### src/spqc_pkg.sv
// Shared types and constants for the strict priority queues with cancel.
package spqc_pkg;

	localparam int NUM_QUEUES  = 4;
	localparam int MAX_OBJECTS = 256;

	localparam int OBJ_W = 8;
	localparam int Q_W   = 2;
	localparam int CNT_W = 9;
	localparam int TOT_W = CNT_W + $clog2(NUM_QUEUES);

	typedef logic [OBJ_W-1:0] obj_t;
	typedef logic [Q_W-1:0]   qid_t;
	typedef logic [CNT_W-1:0] cnt_t;

	// request opcodes
	typedef enum logic [1:0] {
		KIND_ENQUEUE = 2'd0,
		KIND_CANCEL  = 2'd1,
		KIND_REQUEUE = 2'd2,
		KIND_DEQUEUE = 2'd3
	} kind_t;

	// sequencer states
	typedef enum logic [1:0] {
		ST_IDLE,
		ST_READ,
		ST_APPEND,
		ST_FINISH
	} state_t;

	// read of all link fields of one object
	typedef struct packed {
		logic en;
		obj_t addr;
	} link_rd_t;

	// link fields of one object
	typedef struct packed {
		obj_t next;
		obj_t prev;
		qid_t queue;
	} link_data_t;

	// one write per memory per cycle; node word is written by field
	typedef struct packed {
		logic next_we;
		obj_t next_addr;
		obj_t next_data;
		logic prev_we;
		logic queue_we;
		obj_t node_addr;
		obj_t prev_data;
		qid_t queue_data;
	} link_wr_t;

endpackage

### src/spqc_link_mem.sv
// Link memories: next pointer, and previous pointer plus owning queue per object.
module spqc_link_mem import spqc_pkg::*; (
	input  logic       clk,
	input  link_rd_t   rd,
	input  link_wr_t   wr,
	output link_data_t rd_data
);

	typedef struct packed {
		qid_t queue;
		obj_t prev;
	} node_t;

	obj_t  next_mem [MAX_OBJECTS];
	node_t node_mem [MAX_OBJECTS];

	obj_t  next_rd_q;
	node_t node_rd_q;

	// writes; the node word takes a per-field enable
	always_ff @(posedge clk) begin
		if (wr.next_we) begin
			next_mem[wr.next_addr] <= wr.next_data;
		end
		if (wr.prev_we) begin
			node_mem[wr.node_addr].prev <= wr.prev_data;
		end
		if (wr.queue_we) begin
			node_mem[wr.node_addr].queue <= wr.queue_data;
		end
	end

	// registered reads
	always_ff @(posedge clk) begin
		if (rd.en) begin
			next_rd_q <= next_mem[rd.addr];
			node_rd_q <= node_mem[rd.addr];
		end
	end

	assign rd_data.next  = next_rd_q;
	assign rd_data.prev  = node_rd_q.prev;
	assign rd_data.queue = node_rd_q.queue;

endmodule

### config.mk
export PLATFORM = sky130hd
export DESIGN_NAME = spqc_link_mem
export DESIGN_NICKNAME = d
export VERILOG_FILES = /design/src/spqc_pkg.sv /design/src/spqc_link_mem.sv
export SDC_FILE = /design/constraint.sdc
export NUM_CORES = 2
export LEC_CHECK = 0
export BUFFER_PORTS_ARGS = -buffer_cell sky130_fd_sc_hd__buf_2
export CELL_PAD_IN_SITES_DETAIL_PLACEMENT = 1
export CELL_PAD_IN_SITES_GLOBAL_PLACEMENT = 1
export CORE_MARGIN = 1.5
export CORE_UTILIZATION = 45
export DETAILED_ROUTE_END_ITERATION = 10
export PLACE_DENSITY = 0.71
export SLEW_MARGIN = 20
export SYNTH_ARGS = -nofsm -noshare
export SYNTH_HDL_FRONTEND = slang
export SYNTH_MEMORY_MAX_BITS = 65536
export SYNTH_SLANG_ARGS = --single-unit
### constraint.sdc
create_clock -name clk -period 2.8 [get_ports clk]
set_input_delay 0.42 -clock clk [delete_from_list [all_inputs] [get_ports clk]]
set_output_delay 0.42 -clock clk [all_outputs]
set_load 0.005 [all_outputs]
Yosys cells after proc, flatten, opt, wreduce, memory -nomap -nowiden. Memories as Yosys holds them, arrays and structs flattened. A register that Yosys moved wholly into a read port is not among the register bits. Cells that the tools add are included. W data, S select, Z words.

Muxes and demuxes: 6.

Operators by type and width (number): $mux W1 (6).

Register bits after elaboration: 0. RAM bits: 4608. Input bits: 47. Output and inout port bits: 18. Logic and storage cells: 8. Memories: 2.

Memories: node_mem (words 256, bits a word 10, read ports 1, clocked after memory_dff 1, write ports 1, line spqc_link_mem.sv:15) `node_t node_mem [MAX_OBJECTS];`; next_mem (words 256, bits a word 8, read ports 1, clocked after memory_dff 1, write ports 1, line spqc_link_mem.sv:14) `obj_t next_mem [MAX_OBJECTS];`.

Longest topological paths before layout.
Depth in word-level cells: 2. Mapped depth: 13. Depth with buffers taken out: 7.

Worst setup path after synthesis. No wires, ideal clock.

Path kind: input-to-reg. Start: input rd[0] in the netlist's numbering. End: register, netlist name rd_data[4]. Library setup time: 264 ps. Arrival time: 2461 ps. Data required time: 2536 ps. Slack: 75 ps. Stages: 9. Path buffers: 3. Cell sequence: buf_6 buf_12 buf_2 mux4_2 a221oi_1 o21ai_0 or4_1 o31ai_1 nor4_1.

RTL lines: from (decl) (line spqc_link_mem.sv:4) `input link_rd_t rd,`.

==> results.py <==
metrics = {
    "run_status": {
        "status": "complete, no violations",
    },
    "final_layout": {
        "fin_nets": 10560,
        "multi_input_area_mm2": 0.03943,
        "seqCellArea_mm2": 0.1389,
        "syn_to_final_growth_pct": 18.03,
        "fin_cells": 16177,
        "final_util_pct": 53.33,
        "drive_gt1_share_pct": 29.75,
        "n_fill_cell": 35707,
    },
    "job": {
        "maxCapViolations": 0,
    },
    "synth": {
        "async_flop_share_pct": 0,
        "syn_inst": 8970,
        "synth_top_area_share_pct": 76.42,
        "synthTopCellsByArea": "edfxtp_1, mux4_2, mux2i_1",
        "syn_area_mm2": 0.1818,
        "syn_avg_cell_area_um2": 20.27,
        "synth_commonest_cells": "edfxtp_1, nor2_1, mux4_2, mux2i_1, clkbuf_1",
        "yosysMostFrequentCell": "edfxtp_1",
        "synth_top_cell_by_area": "edfxtp_1",
        "synthFlopType": "edfxtp_1",
        "syn-num-nets": 9017,
        "synth_cell_types": 66,
        "ys_ff_latch": 4626,
        "ys_warn_count": 0,
        "synth-seq-area-share_pct": 76.42,
        "synth_edf_count": 4626,
    },
    "grt": {
        "grt_overflow": 0,
        "grt_use_total_pct": 26.61,
        "grt_pass1_wl_mm": 781.8,
        "antenna_found_initial": 32,
        "grt_pass1_vias": 105226,
        "grt_max_degree": 103,
    },
    "sta": {
        "fin_ws_ns": 0.02614,
        "hold_viol_final": 0,
        "max_clock_freq_mhz": 360.5,
        "tightest_slew_ns": 1.108,
        "hold_ws_ns": 0.04118,
        "min_period_ns": 2.774,
        "slew_violations": 0,
        "slew_headroom_pct": 26.15,
        "fin_crit_sh_pct": 99.07,
        "setup_viol": 0,
        "fin_worst_skew_ns": 0.05066,
    },
    "floorplanning": {
        "num_io_pins": 65,
        "rows": 233,
        "die_w_um": 638.6,
        "start_util_pct": 45.19,
        "die_y_um": 638.6,
        "die_area_mm2": 0.4078,
        "fp.coreArea_mm2": 0.4023,
    },
    "clock_tree": {
        "cts_setup_buffers": 0,
        "htreeDepth": 5,
        "numCtsBuffers": 452,
        "cts_sinks": 4626,
        "clk_pin_slew_ns": 0.06,
        "cts_buffer_depth": 4,
        "cts_tree": "built",
        "clock_latency_ns": 1.03,
        "cts-root-buf": "clkbuf_16",
    },
    "placement": {
        "dp_cells": 15336,
        "place_hpwl_mm": 359.2,
        "gp_congestion": 0.8712,
        "dp_slack_ns": -1.294,
        "port_buffers": 64,
    },
    "worst_setup_path": {
        "ff2ff_path_depth": 9,
        "crit_type": "flop to flop",
        "critPathMaxFanout": 1,
        "cp_slowest_cell": "mux4_2",
        "r2r_setup_slack_ns": 0.03,
        "cpPeakStageDelay_ns": 0.52,
        "crit_start": "node_mem[167][2]",
        "reg2reg_to": "rd_data[4]",
        "worstReg2RegStart": "node_mem[167][2]",
        "cp_cell_sequence": "mux4_2, mux2_2, o21ai_1, buf_4, a21oi_1, or4_1, o31ai_1, buf_12, nor4_1",
        "crit_path_start_kind": "flop",
        "crit_required_ns": 3.56,
        "end_kind": "flop",
        "arrival_ns": 3.53,
    },
    "min_path": {
        "hold_depth": 1,
        "worst_hold_path_type": "input pin to flop",
        "worstHoldStart": "wr[21]",
        "worstHoldEndpoint": "next_mem[230][1]",
    },
    "power": {
        "total_power_mw": 145.9,
        "leakagePower_nw": 70.72,
        "p_per_area_mw_per_mm2": 680.2,
        "irDropWorstVdd_mv": 0.6139,
    },
    "route": {
        "first_pass_iters": 6,
        "post_drt_wl_per_cell_um": 33.90,
        "drc": 0,
        "routed_wl_mm": 548.4,
        "ant_nets": 0,
        "num_vias": 100061,
        "drt_iter0_drc": 11891,
        "avgViaCountPerCell": 6.185,
    },
}
-- logic make-up (layout without fill, tap and decap cells) --
kind of cell	after synthesis	in the layout	synth area share, %
flops	4626	4626	76.42
mux	1581	1581	15.18
simple gates	1377	1377	3.188
compound gates	804	804	3.127
buf+inv	582	2488	2.094
other cells	0	14	0
-- worst max path at each step --
stage	end	depth (start not counted)
after global placement	rd_data[8]	14
after detailed placement	next_rd_q[6]	13
final	rd_data[4]	9
after floorplan	rd_data[4]	9
after global routing	next_rd_q[7]	12
after CTS	next_rd_q[2]	6
-- timing repair --
| item | CTS | global route |
|---|---|---|
| resized for setup | 17 | 19 |
| endpoints found under the hold margin | 299 | 0 |
| hold buffers | 10 | 0 |
| pin swaps | 2 | 2 |
| endpoints found under the setup margin | 8 | 8 |
-- power breakdown --
part           switching [mW]  internal (mW)
logic                    5.42           3.30
registers               0.140           76.4
clock network            26.4           34.3
-- critical path, delay by kind of cell (launching register included) --
family	cells	cell delay [ns]
mux	2	0.80
compound gates	3	0.40
buf+inv	2	0.38
flops	1	0.36
simple gates	2	0.58
-- stage by stage --
stage | TNS, ns | instance area (um2)
after global placement | -14.93 | 199700
after floorplan | 0 | 181800
final | 0 | 214600
after detailed placement | -15.74 | 199700
after global routing | -0.03506 | 214600
after CTS | 0 | 214400
-- routing by layer --
layer  wire length, um  vias to the layer above  GRT usage, %
met3             43360                     1033         4.001
met5                70                        -             0
met2            270200                     5163         44.18
li1                  -                    40307             -
met4             24340                       10         10.34
met1            210400                    53548         35.62
-- state kept, by name, summed over array words and instances (netlist names) --
signal     cells
next_mem    2048
next_rd_q      8
node_mem    2560
rd_data       10
-- placed cells by master (no fill, tap or decap), drive strengths merged, types with 14 or more instances in the layout --
| master | n |
|---|---|
| nand2 | 172 |
| nand4 | 17 |
| diode | 14 |
| mux2i | 647 |
| o22ai | 191 |
| clkinv | 199 |
| buf | 1640 |
| a2111oi | 23 |
| nand3 | 41 |
| a22oi | 48 |
| o21ai | 84 |
| a21oi | 136 |
| clkbuf | 559 |
| nor3 | 178 |
| o221ai | 197 |
| nor2 | 868 |
| nor4 | 34 |
| mux4 | 922 |
| edfxtp | 4626 |
| bufinv | 47 |
| inv | 23 |
| a221oi | 40 |
| a22o | 32 |
| nor2b | 17 |
-- final cells by class --
class                   instances  area share, %
diodes                         14        0.01633
well taps                    5287          3.083
inverters                       5        0.01516
multi-input cells            3762          18.38
clock inverters               274          1.254
flip-flops and latches       4626          64.74
repair buffers               1666          7.000
clock buffers                 543          5.510
No activity file was read; power rests on OpenSTA's default activity.
